File: config.mk
export PLATFORM = sky130hd
export DESIGN_NAME = tle_front
export DESIGN_NICKNAME = d
export VERILOG_FILES = /design/src/tle_pkg.sv /design/src/tle_front.sv
export SDC_FILE = /design/constraint.sdc
export NUM_CORES = 1
export LEC_CHECK = 0
export BUFFER_PORTS_ARGS = -buffer_cell sky130_fd_sc_hd__buf_2
export CAP_MARGIN = 20
export CORE_MARGIN = 2
export CORE_UTILIZATION = 27
export CTS_BUF_LIST = sky130_fd_sc_hd__clkbuf_4 sky130_fd_sc_hd__clkbuf_8 sky130_fd_sc_hd__clkbuf_16
export DETAILED_ROUTE_END_ITERATION = 16
export GPL_TIMING_DRIVEN = 0
export PLACE_DENSITY_LB_ADDON = 0.15
export REMOVE_ABC_BUFFERS = 1
export SLEW_MARGIN = 0
export SYNTH_ARGS = -nofsm -noshare
export SYNTH_HDL_FRONTEND = slang
export SYNTH_SLANG_ARGS = --single-unit
File: constraint.sdc
create_clock -name i_clk -period 19.56 [get_ports i_clk]
set_input_delay 0 -clock i_clk [delete_from_list [all_inputs] [get_ports i_clk]]
set_output_delay 0 -clock i_clk [all_outputs]
set_load 0.01 [all_outputs]
File: src/tle_pkg.sv
package tle_pkg;

    localparam int CW   = 32;
    localparam int EW   = 33;
    localparam int OPW  = 72;
    localparam int PRW  = 144;
    localparam int DENW = 128;
    localparam int QW   = 51;
    localparam int DIVW = DENW + QW + 1;
    localparam int VW   = 48;
    localparam int NE   = 9;
    localparam int NC   = 12;
    localparam int DGW  = 16;
    localparam int NDIG = (OPW + DGW - 1) / DGW;

    localparam logic [4:0] SEL_C      = 5'd9;
    localparam logic [4:0] CROSS_LAST = 5'd17;
    localparam logic [4:0] SUM_LAST   = 5'd2;
    localparam logic [3:0] JK_LAST    = 4'd15;

    typedef logic signed [CW-1:0] t_coord;
    typedef logic signed [EW-1:0] t_edge;
    typedef t_edge t_edges [NE];

    typedef enum logic [3:0] {
        BS_IDLE,
        BS_MGO,
        BS_MWAIT,
        BS_C0,
        BS_DEN,
        BS_DGO,
        BS_DWAIT,
        BS_ZERO
    } t_bstate;

    typedef enum logic [1:0] {
        PH_CROSS,
        PH_DET,
        PH_ENTRY
    } t_phase;

    typedef struct packed {
        logic [4:0] a_sel;
        logic [4:0] b_sel;
    } t_opsel;

    typedef struct packed {
        logic                  go;
        logic signed [OPW-1:0] a;
        logic signed [OPW-1:0] b;
    } t_mul_req;

    typedef struct packed {
        logic                  done;
        logic signed [PRW-1:0] p;
    } t_mul_rsp;

    typedef struct packed {
        logic                  go;
        logic signed [PRW-1:0] num;
        logic [DENW-1:0]       den;
    } t_div_req;

    typedef struct packed {
        logic          done;
        logic [VW-1:0] value;
    } t_div_rsp;

    // edge operands of the three cross products, two terms per component
    function automatic t_opsel cross_op(input logic [4:0] step);
        t_opsel r;
        case (step)
            5'd0:  r = '{5'd4, 5'd8};
            5'd1:  r = '{5'd5, 5'd7};
            5'd2:  r = '{5'd5, 5'd6};
            5'd3:  r = '{5'd3, 5'd8};
            5'd4:  r = '{5'd3, 5'd7};
            5'd5:  r = '{5'd4, 5'd6};
            5'd6:  r = '{5'd7, 5'd2};
            5'd7:  r = '{5'd8, 5'd1};
            5'd8:  r = '{5'd8, 5'd0};
            5'd9:  r = '{5'd6, 5'd2};
            5'd10: r = '{5'd6, 5'd1};
            5'd11: r = '{5'd7, 5'd0};
            5'd12: r = '{5'd1, 5'd5};
            5'd13: r = '{5'd2, 5'd4};
            5'd14: r = '{5'd2, 5'd3};
            5'd15: r = '{5'd0, 5'd5};
            5'd16: r = '{5'd0, 5'd4};
            5'd17: r = '{5'd1, 5'd3};
            default: r = '{5'd0, 5'd0};
        endcase
        return r;
    endfunction

endpackage

File: src/tle_front.sv
module tle_front (
    input  logic                i_clk,
    input  logic                i_rst_n,
    input  logic                i_start,
    output logic                o_busy,
    input  tle_pkg::t_coord     i_coord [12],
    output logic                o_q_valid,
    output tle_pkg::t_edges     o_q_edges,
    input  logic                i_q_pop
);

    tle_pkg::t_edges r_q [2];
    logic            r_wp;
    logic            r_rp;
    logic [1:0]      r_cnt;
    tle_pkg::t_edges n_edges;
    logic            push;

    assign o_busy    = (r_cnt == 2'd2);
    assign push      = i_start && !o_busy;
    assign o_q_valid = (r_cnt != 2'd0);
    assign o_q_edges = r_q[r_rp];

    // edge vectors relative to vertex 0
    always_comb begin
        for (int a = 0; a < 3; a++) begin
            for (int b = 0; b < 3; b++) begin
                n_edges[3*a+b] = tle_pkg::EW'(i_coord[3*(a+1)+b])
                               - tle_pkg::EW'(i_coord[b]);
            end
        end
    end

    always_ff @(posedge i_clk) begin
        if (push) begin
            r_q[r_wp] <= n_edges;
        end
    end

    always_ff @(posedge i_clk) begin
        if (!i_rst_n) begin
            r_wp  <= 1'b0;
            r_rp  <= 1'b0;
            r_cnt <= 2'd0;
        end else begin
            if (push) begin
                r_wp <= !r_wp;
            end
            if (i_q_pop) begin
                r_rp <= !r_rp;
            end
            r_cnt <= r_cnt + 2'(push) - 2'(i_q_pop);
        end
    end

endmodule

* Yosys cells after proc, flatten, opt, wreduce, memory -nomap -nowiden
Memory sizes are Yosys's and may differ from the RTL's. A register that Yosys moved wholly into a read port is not among the register bits. Cells that the tools add are included.
Cells by class: add/sub/neg operators 11, eq/ne operators 1, muxes and demuxes 4, reduce and logical (&&, ||, !) cells 5
Operators by type and width (count):
- 32-bit by 32-bit subtractor with 33-bit output | 9
- 1-bit two-way mux | 4
- 1-bit logical NOT | 3
- 2-bit by 1-bit adder with 2-bit output | 1
- 2-bit equality test (second input constant) | 1
- 2-bit nonzero test | 1
- 2-bit by 1-bit subtractor with 2-bit output | 1
- 1-bit logical AND | 1
Storage, ports and cells: register bits after elaboration 4, memory bits (writable) 594, bits of input ports 388, output and inout bits 299, logic and storage cells 25, memories kept 1
Memory list:
- r_q | words 2, width 297, read ports 1, clocked after Yosys merged registers in 1, wr ports 1, RTL line tle_front.sv:12 | tle_pkg::t_edges r_q [2];

* Logic depth before layout (Yosys ltp)
depth after elaboration 5, mapped depth 13

* Worst setup path before layout
OpenSTA, ideal clock, no wires.
path kind reg2reg, from register r_cnt[0], to register r_wp, arrival time 13.773 ns, required time 19.444 ns, setup slack 5.671 ns, stages on the path, launching flop included 5, path buffers 0, period minus slack after synthesis 13.889 ns, cell sequence dfxtp_1 nand2b_1 nand2_1 nor2_1 o21a_1
Between the ends: cells in the longest elaborated chain, start to end 3
RTL lines:
- start, declared | RTL line tle_front.sv:15 | logic [1:0] r_cnt;
- start signal, assigned | RTL line tle_front.sv:52 | r_cnt <= r_cnt + 2'(push) - 2'(i_q_pop);
- 2-bit equality test | RTL line tle_front.sv:19 | assign o_busy = (r_cnt == 2'd2);
- 1-bit logical NOT | RTL line tle_front.sv:20 | assign push = i_start && !o_busy;
- 1-bit logical AND | RTL line tle_front.sv:20
- end signal, assigned | RTL line tle_front.sv:47 | r_wp <= !r_wp;
- end, declared | RTL line tle_front.sv:13 | logic r_wp;
Every way passes these cells. A chain may end at the register's enable or synchronous reset.

==> metrics.txt <==
# TYPE chip_impl_metric gauge
chip_impl_metric{name="grt_first_pass_wirelength",unit="um"} 169000
chip_impl_info{name="rsz0062_at_grt",value="no"} 1
chip_impl_metric{name="clk_path_buf_depth",unit=""} 3
chip_impl_metric{name="postRouteAntennaNets",unit=""} 0
chip_impl_metric{name="setup_total_negative_slack",unit="ns"} 0
chip_impl_metric{name="ys_seq_area_share",unit="%"} 50.3
chip_impl_info{name="worst_hold_class",value="input port to flop"} 1
chip_impl_info{name="cts_tree",value="yes"} 1
chip_impl_metric{name="drt-total-wl",unit="um"} 114000
chip_impl_metric{name="flow.area_growth_from_synthesis",unit="%"} 34.6
chip_impl_metric{name="grt_max_degree",unit=""} 56
chip_impl_info{name="crit_slowest_cell",value="o41ai_1"} 1
chip_impl_metric{name="cts_setup_buffers",unit=""} 0
chip_impl_info{name="cell_chain_of_the_critical_path",value="dlygate4sd3_1 > buf_2 > ha_1 > fa_1 > nor2b_1 > o21a_1 > o21ai_1 > a21oi_2 > a311o_1 > nand2_1 > o41ai_1 > nand2_1 > nor2_1 > o21ai_0 > dlygate4sd3_1"} 1
chip_impl_metric{name="dp_cells",unit=""} 5351
chip_impl_metric{name="maxCapViolations",unit=""} 0
chip_impl_metric{name="number_of_enable_flip_flop_cells_after_synthesis",unit=""} 594
chip_impl_metric{name="tritoncts.num_buffers",unit=""} 78
chip_impl_info{name="outcome",value="complete, no violations"} 1
chip_impl_metric{name="clock_insertion_delay_worst_skew",unit="ns"} 0.65
chip_impl_metric{name="dpl_cell_area",unit="um^2"} 41700
chip_impl_metric{name="synthArstFlopShare",unit="%"} 0
chip_impl_metric{name="yosys.cell_types.count",unit=""} 87
chip_impl_info{name="cts_root_buf",value="clkbuf_16"} 1
chip_impl_metric{name="period_needed",unit="ns"} 4.00
chip_impl_metric{name="n_fill_cell",unit=""} 13214
chip_impl_metric{name="die_h",unit="um"} 368
chip_impl_metric{name="fp-row-count",unit=""} 133
chip_impl_metric{name="synthesis_warning_total",unit=""} 0
chip_impl_metric{name="first_global_vias",unit=""} 28002
chip_impl_metric{name="achievable_frequency",unit="MHz"} 250
chip_impl_metric{name="cts.clk_slew.worst_paths",unit="ns"} 0.06
chip_impl_metric{name="max_stage_delay",unit="ns"} 0.75
chip_impl_metric{name="final_core_util",unit="%"} 36.6
chip_impl_metric{name="crit_arrival",unit="ns"} 4.39
chip_impl_metric{name="nets_finish",unit=""} 4751
chip_impl_metric{name="finalNonFillerCells",unit=""} 5886
chip_impl_metric{name="critical_path_required",unit="ns"} 19.96
chip_impl_metric{name="timing.max_slew.rel_slack",unit="%"} 42.2
chip_impl_metric{name="floorplan.core_area",unit="um^2"} 131000
chip_impl_metric{name="floorplan.die.width",unit="um"} 368
chip_impl_metric{name="routed_via_density",unit=""} 4.63
chip_impl_metric{name="syn-mean-instance-area",unit="um^2"} 12.1
chip_impl_metric{name="routed-via-count",unit=""} 27242
chip_impl_metric{name="grt_usage",unit="%"} 16.5
chip_impl_metric{name="htreeDepth",unit=""} 3
chip_impl_metric{name="hpwlAfterDp",unit="um"} 89200
chip_impl_metric{name="ir_worst_vdd",unit="mV"} 0.0547
chip_impl_metric{name="finalInstanceArea",unit="um^2"} 48000
chip_impl_metric{name="dp_slack",unit="ns"} 15.89
chip_impl_metric{name="fin_worst_setup_slack",unit="ns"} 15.56
chip_impl_metric{name="tightestPinTransition",unit="ns"} 0.865
chip_impl_metric{name="grt_antenna_before_repair",unit=""} 11
chip_impl_info{name="worstSetupPathType",value="input port to flop"} 1
chip_impl_info{name="worst_setup_path_start_kind",value="input port"} 1
chip_impl_metric{name="drt_pass1_iterations",unit=""} 5
chip_impl_metric{name="initialDrtViolationCount",unit=""} 1169
chip_impl_metric{name="power",unit="mW"} 4.47
chip_impl_metric{name="cellPowerDensity",unit="nW/um^2"} 93.1
chip_impl_metric{name="timing.hold.ws",unit="ns"} 0.0628
chip_impl_metric{name="fin_skew",unit="ns"} 0.0165
chip_impl_metric{name="final-setup-viol-count",unit=""} 0
chip_impl_metric{name="ioPinCount",unit=""} 687
chip_impl_metric{name="floorplan.initialDensity",unit="%"} 27.2
chip_impl_info{name="timing.critical_path.to_type",value="flop"} 1
chip_impl_metric{name="die_area",unit="um^2"} 135000
chip_impl_metric{name="synth_seq_cells",unit=""} 599
chip_impl_metric{name="synth_cells",unit=""} 2952
chip_impl_metric{name="post-route-drc-count",unit=""} 0
chip_impl_metric{name="layout-drive-gt1-share",unit="%"} 28.4
chip_impl_metric{name="routabilityCongestion",unit=""} 0.840
chip_impl_metric{name="routedWlPerCell",unit="um"} 19.3
chip_impl_metric{name="slew_viol_final",unit=""} 0
chip_impl_metric{name="grt.overflow.total",unit=""} 0
chip_impl_metric{name="critical_path_peak_fanout",unit=""} 5
chip_impl_metric{name="placement.io_buffers",unit=""} 686
chip_impl_metric{name="numClockSinks",unit=""} 599
chip_impl_metric{name="final.period_utilization",unit="%"} 20.4
chip_impl_metric{name="timing.final.hold_violations",unit=""} 0
chip_impl_info{name="synth_flop_cell",value="edfxtp_1"} 1
chip_impl_metric{name="leakage",unit="nW"} 19.8
chip_impl_metric{name="synthesis.area",unit="um^2"} 35700
-- per-layer routing --
layer	wire (um)	GRT usage, %
met1	47900	19.7
met2	55800	28.5
met3	6870	4.17
met4	3230	5.71
met5	51	0
-- layout by cell type, fill, tap and decap left out, types with 47 or more instances in the layout --
cell           instances
edfxtp_1             594
mux2_2               297
nand2_1              129
clkbuf_16             80
a21o_1               142
o21a_1                49
o21ai_0               92
a21oi_1              203
nand3_1               47
nor2_1               123
xor2_1                77
inv_1                187
buf_2                686
dlygate4sd3_1        388
xnor2_1              174
ha_1                 290
-- cells in the mapped netlist, types with 37 or more instances --
library cell	n	area share [%]
a21o_1	142	3.0
o21ai_1	37	0.52
mux2_2	297	9.4
nand2b_1	44	0.77
ha_1	290	10
a21oi_1	203	2.8
o21a_1	49	1.0
clkbuf_1	65	0.68
nand2_1	129	1.4
inv_1	187	2.0
edfxtp_1	594	50
nand3_1	47	0.66
nor2b_1	43	0.75
xor2_1	77	1.9
o21ai_0	92	1.3
nor2_1	124	1.3
xnor2_1	174	4.3
-- critical path, delay by kind of cell --
kind,cells,cell delay (ns)
AO/OA/AOI/OAI,6,1.83
adder cells (fa/ha/maj),2,0.66
buffers and inverters,3,1.26
AND/OR/NAND/NOR,4,0.64
-- path summary, 6_finish.rpt --
kind                             from                     to  slack [ns]  depth (start not counted)
setup reg to reg  r_cnt[0]$_SDFF_PN0_   r_q[0][71]$_DFFE_PP_       16.89                          7
hold / removal           i_coord[323]  r_q[1][135]$_DFFE_PP_        0.06                          4
setup / recovery         i_coord[320]  r_q[0][164]$_DFFE_PP_       15.56                         15
hold reg to reg     r_rp$_SDFFE_PN0P_      r_rp$_SDFFE_PN0P_        0.58                          2
-- sequential cells by signal, indices dropped and copies added, names as in the netlist, named ones only --
name and flops:
r_cnt 2, r_rp 1, r_wp 1, r_q 594
-- logic make-up after synthesis --
| group | synth area share [%] |
|---|---|
| fa+ha+maj | 10.7 |
| buf+inv | 2.66 |
| flops | 50.3 |
| mux | 9.46 |
| simple gates | 7.22 |
| xor+xnor | 6.16 |
| compound gates | 13.6 |
-- area by class of cell --
type / count / area, um^2 / area share [%]
Antenna cell: 5 / 12.5 / 0.0260
Clock buffer: 93 / 2100 / 4.37
Clock inverter: 49 / 398 / 0.828
Inverter: 187 / 702 / 1.46
Multi-Input combinational cell: 2100 / 16800 / 35.0
Sequential cell: 599 / 17900 / 37.3
Tap cell: 1755 / 2200 / 4.57
Timing Repair Buffer: 1098 / 7890 / 16.4
-- repair_timing --
action / 4_1_cts / 5_1_grt
hold endpoints to repair: 625 / 0
hold buffers: 388 / 0
endpoints found under the setup margin: 0 / 0
gates resized for setup: 0 / 0
-- where the power goes --
group	switching (mW)	internal, mW
logic	0.737	0.580
clock network	0.568	0.832
registers	0.0390	1.72
total	1.34	3.13
Note: power is estimated with default switching activity, not from simulation.
