### src/tle_pkg.sv
package tle_pkg;

    localparam int CW   = 32;
    localparam int EW   = 33;
    localparam int OPW  = 72;
    localparam int PRW  = 144;
    localparam int DENW = 128;
    localparam int QW   = 51;
    localparam int DIVW = DENW + QW + 1;
    localparam int VW   = 48;
    localparam int NE   = 9;
    localparam int NC   = 12;
    localparam int DGW  = 16;
    localparam int NDIG = (OPW + DGW - 1) / DGW;

    localparam logic [4:0] SEL_C      = 5'd9;
    localparam logic [4:0] CROSS_LAST = 5'd17;
    localparam logic [4:0] SUM_LAST   = 5'd2;
    localparam logic [3:0] JK_LAST    = 4'd15;

    typedef logic signed [CW-1:0] t_coord;
    typedef logic signed [EW-1:0] t_edge;
    typedef t_edge t_edges [NE];

    typedef enum logic [3:0] {
        BS_IDLE,
        BS_MGO,
        BS_MWAIT,
        BS_C0,
        BS_DEN,
        BS_DGO,
        BS_DWAIT,
        BS_ZERO
    } t_bstate;

    typedef enum logic [1:0] {
        PH_CROSS,
        PH_DET,
        PH_ENTRY
    } t_phase;

    typedef struct packed {
        logic [4:0] a_sel;
        logic [4:0] b_sel;
    } t_opsel;

    typedef struct packed {
        logic                  go;
        logic signed [OPW-1:0] a;
        logic signed [OPW-1:0] b;
    } t_mul_req;

    typedef struct packed {
        logic                  done;
        logic signed [PRW-1:0] p;
    } t_mul_rsp;

    typedef struct packed {
        logic                  go;
        logic signed [PRW-1:0] num;
        logic [DENW-1:0]       den;
    } t_div_req;

    typedef struct packed {
        logic          done;
        logic [VW-1:0] value;
    } t_div_rsp;

    // edge operands of the three cross products, two terms per component
    function automatic t_opsel cross_op(input logic [4:0] step);
        t_opsel r;
        case (step)
            5'd0:  r = '{5'd4, 5'd8};
            5'd1:  r = '{5'd5, 5'd7};
            5'd2:  r = '{5'd5, 5'd6};
            5'd3:  r = '{5'd3, 5'd8};
            5'd4:  r = '{5'd3, 5'd7};
            5'd5:  r = '{5'd4, 5'd6};
            5'd6:  r = '{5'd7, 5'd2};
            5'd7:  r = '{5'd8, 5'd1};
            5'd8:  r = '{5'd8, 5'd0};
            5'd9:  r = '{5'd6, 5'd2};
            5'd10: r = '{5'd6, 5'd1};
            5'd11: r = '{5'd7, 5'd0};
            5'd12: r = '{5'd1, 5'd5};
            5'd13: r = '{5'd2, 5'd4};
            5'd14: r = '{5'd2, 5'd3};
            5'd15: r = '{5'd0, 5'd5};
            5'd16: r = '{5'd0, 5'd4};
            5'd17: r = '{5'd1, 5'd3};
            default: r = '{5'd0, 5'd0};
        endcase
        return r;
    endfunction

endpackage

### src/tle_mul.sv
module tle_mul (
    input  logic              i_clk,
    input  logic              i_rst_n,
    input  tle_pkg::t_mul_req i_req,
    output tle_pkg::t_mul_rsp o_rsp
);

    localparam int BW = tle_pkg::NDIG * tle_pkg::DGW;

    logic                      r_busy;
    logic [2:0]                r_cnt;
    logic [tle_pkg::OPW-1:0]   r_a;
    logic [BW-1:0]             r_b;
    logic                      r_neg;
    logic [tle_pkg::PRW-1:0]   r_acc;
    logic                      r_done;
    logic [tle_pkg::PRW-1:0]   r_p;
    logic [tle_pkg::OPW-1:0]   mag_a;
    logic [tle_pkg::OPW-1:0]   mag_b;
    logic [tle_pkg::OPW+tle_pkg::DGW-1:0] part;

    assign mag_a = i_req.a[tle_pkg::OPW-1] ? tle_pkg::OPW'(-i_req.a) : i_req.a;
    assign mag_b = i_req.b[tle_pkg::OPW-1] ? tle_pkg::OPW'(-i_req.b) : i_req.b;
    // one 16-bit digit of the multiplier per cycle, msb digit first
    assign part  = r_a * r_b[BW-1 -: tle_pkg::DGW];

    assign o_rsp.done = r_done;
    assign o_rsp.p    = r_p;

    always_ff @(posedge i_clk) begin
        if (i_req.go) begin
            r_a   <= mag_a;
            r_b   <= BW'(mag_b);
            r_neg <= i_req.a[tle_pkg::OPW-1] ^ i_req.b[tle_pkg::OPW-1];
            r_acc <= '0;
        end else if (r_busy && r_cnt != 3'd0) begin
            r_acc <= (r_acc << tle_pkg::DGW) + tle_pkg::PRW'(part);
            r_b   <= r_b << tle_pkg::DGW;
        end
        if (r_busy && r_cnt == 3'd0) begin
            r_p <= r_neg ? -r_acc : r_acc;
        end
    end

    always_ff @(posedge i_clk) begin
        if (!i_rst_n) begin
            r_busy <= 1'b0;
            r_cnt  <= 3'd0;
            r_done <= 1'b0;
        end else begin
            r_done <= 1'b0;
            if (i_req.go) begin
                r_busy <= 1'b1;
                r_cnt  <= 3'(tle_pkg::NDIG);
            end else if (r_busy) begin
                if (r_cnt == 3'd0) begin
                    r_busy <= 1'b0;
                    r_done <= 1'b1;
                end else begin
                    r_cnt <= r_cnt - 3'd1;
                end
            end
        end
    end

endmodule

### config.mk
export PLATFORM = sky130hd
export DESIGN_NAME = tle_mul
export DESIGN_NICKNAME = d
export VERILOG_FILES = /design/src/tle_pkg.sv /design/src/tle_mul.sv
export SDC_FILE = /design/constraint.sdc
export NUM_CORES = 2
export LEC_CHECK = 0
export ABC_AREA = 1
export BUFFER_PORTS_ARGS = -buffer_cell sky130_fd_sc_hd__clkbuf_2
export CORE_MARGIN = 8
export CORE_UTILIZATION = 50
export CTS_CLUSTER_SIZE = 24
export DETAILED_ROUTE_END_ITERATION = 7
export PLACE_DENSITY_LB_ADDON = 0.15
export SLEW_MARGIN = 10
export SYNTH_ARGS = -nofsm -noshare
export SYNTH_HDL_FRONTEND = slang
export SYNTH_SLANG_ARGS = --single-unit
### constraint.sdc
create_clock -name i_clk -period 9.18 [get_ports i_clk]
set_input_delay 0.459 -clock i_clk [delete_from_list [all_inputs] [get_ports i_clk]]
set_output_delay 0.459 -clock i_clk [all_outputs]
set_load 0.05 [all_outputs]
# == After elaboration in Yosys (flattened, before gate mapping) ==
# Cells that the tools add are included.
# op_classes
n_reduce_logical,10
eq_ne,1
mul,1
n_addsub,5
muxes,12
n_bitwise,4
# op_table
op,n
72-bit two-way mux,3
144-bit by 88-bit adder with 144-bit output,1
144-bit two-way mux,1
144-bit negator,1
72-bit negator,2
72-bit by 16-bit multiplier with 88-bit output,1
71-bit two-way mux,1
3-bit two-way mux,3
1-bit two-way mux,4
2-bit AND reduction,2
2-bit nonzero test,2
3-bit logical NOT,1
1-bit inverter,3
3-bit nonzero test,1
3-bit OR reduction,1
"3-bit by 1-bit subtractor with 3-bit output, second input constant",1
1-bit logical AND,2
"2-bit != test, second input constant",1
2-bit OR reduction,1
1-bit bitwise XOR,1
# word_totals
ff_bits,446
out_inout_bits,145
input_bits,147
wordCells,44

# == Longest topological paths before layout ==
# logic_depth
depth_word,4
depth_mapped,35
ltp_nobuf,33

# == Worst setup path after synthesis ==
# OpenSTA, ideal clock, no wires.
# synth_path
path_type,register -> register
startpoint,reg r_cnt[0]
endpoint,reg r_p[0] (netlist name) (enable)
synth_period_minus_slack_ns,7.210
path_buffers,0
slack_ns,1.970
t_required_ns,8.531
path_stages_with_launch,5
arrival_time_ns,6.561
setup_ns,0.649
cell_sequence,dfxtp_1 > inv_1 > ha_1 > nand2_1 > nor2_1
# synth_between
elab_chain_len,2
# synth_lines
item,line_no,source
"start, declared",tle_mul.sv:11,logic [2:0] r_cnt;
"start signal, assigned",tle_mul.sv:54,r_cnt <= 3'(tle_pkg::NDIG);
"start signal, assigned",tle_mul.sv:60,r_cnt <= r_cnt - 3'd1;
3-bit logical NOT,tle_mul.sv:40,if (r_busy && r_cnt == 3'd0) begin
1-bit logical AND,tle_mul.sv:40,
"end signal, assigned",tle_mul.sv:41,r_p <= r_neg ? -r_acc : r_acc;
"end, declared",tle_mul.sv:17,logic [tle_pkg::PRW-1:0] r_p;
# Every way passes these cells.
# A chain may end at the register's enable or synchronous reset.

# == Final worst setup path ==
# layout_path
startpoint,reg r_b[71]
endpoint,reg r_acc[60] (netlist name)
# layout_between
elab_chain_len,2
# layout_lines
item,line_no,source
"start, declared",tle_mul.sv:13,logic [BW-1:0] r_b;
"start signal, assigned",tle_mul.sv:33,r_b <= BW'(mag_b);
"start signal, assigned",tle_mul.sv:38,r_b <= r_b << tle_pkg::DGW;
72-bit by 16-bit multiplier with 88-bit output,tle_mul.sv:25,assign part = r_a * r_b[BW-1 -: tle_pkg::DGW];
144-bit by 88-bit adder with 144-bit output,tle_mul.sv:37,r_acc <= (r_acc << tle_pkg::DGW) + tle_pkg::PRW'(part);
"end signal, assigned",tle_mul.sv:37,
"end, declared",tle_mul.sv:15,logic [tle_pkg::PRW-1:0] r_acc;
# Every way passes these cells.

==> summary by stage <==
Placement
The final weighted congestion in routability-driven placement is 1.06. Buffers placed on the I/O ports in this run total 291. The placed wire-length estimate is 239,000 µm.

Layout
Registers take 11,800 µm². The number of nets in the final layout is 11,300. In the final layout, the multi-input gates occupy 46,800 µm². The post-synthesis to final-layout area growth is 6.94%. The share of final-layout standard cells stronger than drive strength 1 is 5.31%.

Fill cells in the final layout number 13,600.

Route
The mean number of vias per cell is 5.49. Across all layers, the routed design uses 65,200 vias. In the routed design, unresolved DRC markers number 0. In the final routed layout, each cell accounts on average for 24.2 µm. The post-detailed-route count of antenna-violating nets is 0. The number of iterations in the first detailed-routing pass is 8. The first routing iteration left 6,945 violations. The total wirelength of the detailed-routed design is 288,000 µm.

Hold path
The worst hold path begins at i_req[0]. The worst-case hold path end point is r_b[0]$_SDFFCE_PN0P_. The worst hold path passes through 3 cells. The path category of the worst min-delay check is input port to register.

Timing
Adding up every negative setup slack in the final design gives 0 ns. For the finished layout, the period the worst path requires is 7.93 ns. The actual slew at the worst max-slew pin is 1.24 ns.

The final-report hold violation count came to 0. Setup repair after global routing left no endpoint under its margin. The ratio of final minimum period to clock period is 86.4%. The worst pin sits at a relative slew slack of 16.3%. The tightest hold path in the finished design has a slack of 0.0757 ns.

Setup violations remaining at the end of the flow were counted as 0. The final-report max-slew violation count is 0. For this run, the top clock speed supported by timing is 126 MHz.

The worst clock skew on the final layout is 0.0594 ns.

Clock network
The latest clock arrival within the worst-skew pair is 0.70 ns. The maximum level of the CTS H-tree is 2. The CTS root buffer is sky130_fd_sc_hd__clkbuf_16. Clock-pin slew was measured on the worst setup and hold paths at 0.07 ns.

The total clock sinks is 446. The number of hold buffers added after CTS was 1. The clock tree from TritonCTS is done. The longest clock path from root to sink contains 3 buffers. The number of clock buffers inserted by TritonCTS is 55.

Gates resized during post-CTS repair numbered 0. The post-CTS setup-driven buffer insertion count is 0.

Run status
The flow ran to the end, and the final reports show no timing, DRC or antenna violations.

Critical path
The logic depth of the worst register-to-register path is 23. The reg-to-reg critical path endpoint is r_acc[60]$_SDFFE_PP0P_. The worst setup path is launched from a register.

The data arrival time of the worst path is 8.54 ns. The required time of the critical path is 9.78 ns. The worst-case register-to-register setup slack is 1.25 ns. In this run the critical register-to-register path is launched from r_b[71]$_DFFE_PP_. By startpoint and endpoint, the worst setup path is classified as register to register.

The largest fanout on the critical path is 72. The worst setup path is captured at a register.

Floorplanning
In this run the count of I/O pins placed on the die edge is 292. The initial utilization of the core area, before any placement, comes to 50.3%. The die covers 152,000 µm². The count of standard-cell rows is 137. The region available for standard cell placement spans 139,000 µm². The width of the die is 390 µm. Measured along the y axis, the die boundary spans 390 µm.

Global route
The aggregate global-route resource usage is 37.6%. The aggregate global routing overflow is 0. Entering global routing, the biggest net connects 129 pins. met2 is the most crowded layer. The via count of the first global-routing pass is 66,000. The global-route wire length before repair is 427,000 µm. In the global route stage, met1 resource usage came out at 48.2%. The met3 demand-to-capacity share in global routing is 6.26%. The initial antenna violation count is 7. Global routing consumed, on the met2 layer, 61.1% of the routing resources.

Synth
The register bit count reported by yosys is 446. Yosys mapped a number of flops with a built-in enable equal to 289. The count of yosys warnings during synthesis is 0. The cell area after technology mapping is 69,900 µm².

The fraction of registers with async set or reset after synthesis is 0%. The instance count of the mapped netlist is 9,928. Sequential elements use 16.9% of the synthesized area. When the netlist entered floorplanning its net count stood at 11,300.

The mean instance size in the synthesized netlist is 7.04 µm². The synthesized netlist contains 53 unique library cells. For this run, the leading register cell type out of synthesis is sky130_fd_sc_hd__edfxtp_1.

Flow run
Max-cap violations in this run came to 0.
[metal layers]
layer | vias to the layer above | wire (µm)
met1 | 31900 | 111000
met4 | 2 | 18900
met3 | 817 | 25100
li1 | 29100 | -
met2 | 3422 | 132000
met5 | - | 13
[per-stage QoR]
step / util (%) / area (µm²) / instances / setup WS, ns
4_1_cts: 53.7 / 74700 / 11900 / 1.41
3_5_place_dp: 52.4 / 72900 / 11800 / 1.46
3_3_place_gp: 52.4 / 72800 / 11800 / 1.35
6_report: 53.7 / 74700 / 11900 / 1.25
5_1_grt: 53.7 / 74700 / 11900 / 1.08
2_1_floorplan: - / 69900 / 9928 / 1.97
[cells by family after synthesis]
group | synth area share, %
fa+ha+maj | 33.3
buf+inv | 16.1
compound gates | 4.64
xor+xnor | 3.66
simple gates | 25.3
flops | 16.9
[layout by cell type (no fill, tap or decap), types with 141 or more instances in the layout]
cell,synthesis,final
sky130_fd_sc_hd__a21oi_1,276,276
sky130_fd_sc_hd__clkbuf_2,1,290
sky130_fd_sc_hd__dfxtp_1,157,149
sky130_fd_sc_hd__edfxtp_1,289,289
sky130_fd_sc_hd__fa_1,1050,1050
sky130_fd_sc_hd__ha_1,181,181
sky130_fd_sc_hd__inv_1,2579,2577
sky130_fd_sc_hd__nand2_1,2821,2820
sky130_fd_sc_hd__nand3_1,327,327
sky130_fd_sc_hd__nand4_1,150,150
sky130_fd_sc_hd__nor2_1,776,775
sky130_fd_sc_hd__nor3_1,141,141
sky130_fd_sc_hd__o21ai_0,246,246
sky130_fd_sc_hd__xor2_1,259,259
[critical path, stage by stage (launching register included)]
cell                       delay, ns
sky130_fd_sc_hd__edfxtp_1       0.33
sky130_fd_sc_hd__buf_4          0.81
sky130_fd_sc_hd__nand2_1        0.19
sky130_fd_sc_hd__fa_1           0.59
sky130_fd_sc_hd__inv_1          0.05
sky130_fd_sc_hd__fa_1           0.48
sky130_fd_sc_hd__fa_1           0.60
sky130_fd_sc_hd__fa_1           0.46
sky130_fd_sc_hd__fa_1           0.55
sky130_fd_sc_hd__inv_1          0.06
sky130_fd_sc_hd__fa_1           0.54
sky130_fd_sc_hd__inv_1          0.05
sky130_fd_sc_hd__ha_1           0.51
sky130_fd_sc_hd__nand2_1        0.20
sky130_fd_sc_hd__nor2_1         0.32
sky130_fd_sc_hd__nand2_1        0.18
sky130_fd_sc_hd__nor3_1         0.35
sky130_fd_sc_hd__nand2_1        0.10
sky130_fd_sc_hd__nand3_1        0.18
sky130_fd_sc_hd__nand2_1        0.13
sky130_fd_sc_hd__nand3_1        0.29
sky130_fd_sc_hd__xor2_1         0.49
sky130_fd_sc_hd__o21ai_0        0.15
sky130_fd_sc_hd__inv_1          0.08
[how the worst max path moves through the flow]
stage	startpoint	to	slack [ns]	cells past startpoint
3_5_place_dp	r_b[74]$_SDFFE_PP0P_	r_acc[60]$_SDFFE_PP0P_	1.46	23
2_1_floorplan	r_cnt[0]$_SDFFE_PN0P_	r_p[0]$_DFFE_PP_	1.97	4
4_1_cts	r_b[74]$_SDFFE_PP0P_	r_acc[60]$_SDFFE_PP0P_	1.41	23
6_report	r_b[71]$_DFFE_PP_	r_acc[60]$_SDFFE_PP0P_	1.25	23
3_3_place_gp	r_b[73]$_SDFFE_PP0P_	r_acc[81]$_SDFFE_PP0P_	1.35	22
5_1_grt	r_b[74]$_SDFFE_PP0P_	r_acc[60]$_SDFFE_PP0P_	1.08	23
[state kept, by name (all words and copies together), names as in the netlist]
register and cells:
r_busy 1, r_p 144, r_done 1, r_acc 144, r_b 80, r_neg 1, r_cnt 3, r_a 72
[cell usage after synthesis (5+ instances only)]
| master | n | area share [%] |
|---|---|---|
| sky130_fd_sc_hd__buf_2 | 5 | 0.036 |
| sky130_fd_sc_hd__a21oi_1 | 276 | 2.0 |
| sky130_fd_sc_hd__nand2_1 | 2821 | 15 |
| sky130_fd_sc_hd__nor2_2 | 14 | 0.13 |
| sky130_fd_sc_hd__clkinv_1 | 9 | 0.048 |
| sky130_fd_sc_hd__nand3_1 | 327 | 2.3 |
| sky130_fd_sc_hd__xor2_1 | 259 | 3.2 |
| sky130_fd_sc_hd__nor3_1 | 141 | 1.0 |
| sky130_fd_sc_hd__edfxtp_1 | 289 | 12 |
| sky130_fd_sc_hd__and2_1 | 6 | 0.054 |
| sky130_fd_sc_hd__nor3_2 | 11 | 0.16 |
| sky130_fd_sc_hd__nor4_1 | 45 | 0.40 |
| sky130_fd_sc_hd__clkbuf_1 | 362 | 1.9 |
| sky130_fd_sc_hd__nand4_1 | 150 | 1.3 |
| sky130_fd_sc_hd__inv_1 | 2579 | 14 |
| sky130_fd_sc_hd__and3_1 | 7 | 0.063 |
| sky130_fd_sc_hd__o21ai_0 | 246 | 1.8 |
| sky130_fd_sc_hd__ha_1 | 181 | 3.2 |
| sky130_fd_sc_hd__inv_2 | 26 | 0.14 |
| sky130_fd_sc_hd__nand3b_1 | 13 | 0.14 |
| sky130_fd_sc_hd__o21a_1 | 7 | 0.075 |
| sky130_fd_sc_hd__dfxtp_1 | 157 | 4.5 |
| sky130_fd_sc_hd__xnor2_1 | 33 | 0.41 |
| sky130_fd_sc_hd__o21bai_1 | 14 | 0.15 |
| sky130_fd_sc_hd__o21ai_1 | 30 | 0.21 |
| sky130_fd_sc_hd__nor2_1 | 776 | 4.2 |
| sky130_fd_sc_hd__fa_1 | 1050 | 30 |
| sky130_fd_sc_hd__buf_1 | 18 | 0.097 |
| sky130_fd_sc_hd__a31oi_1 | 21 | 0.19 |
[layout make-up]
| class | instances | area share [%] |
|---|---|---|
| multi-input cells | 6481 | 62.6 |
| flip-flops and latches | 446 | 15.8 |
| inverters | 2614 | 13.1 |
| well taps | 1876 | 3.14 |
| repair buffers | 350 | 2.78 |
| clock buffers | 63 | 1.94 |
| clock inverters | 41 | 0.521 |
| diodes | 4 | 0.0134 |
Power is not shown: default switching activity piles up to over one toggle a cycle in this logic, so the estimate is an artifact.
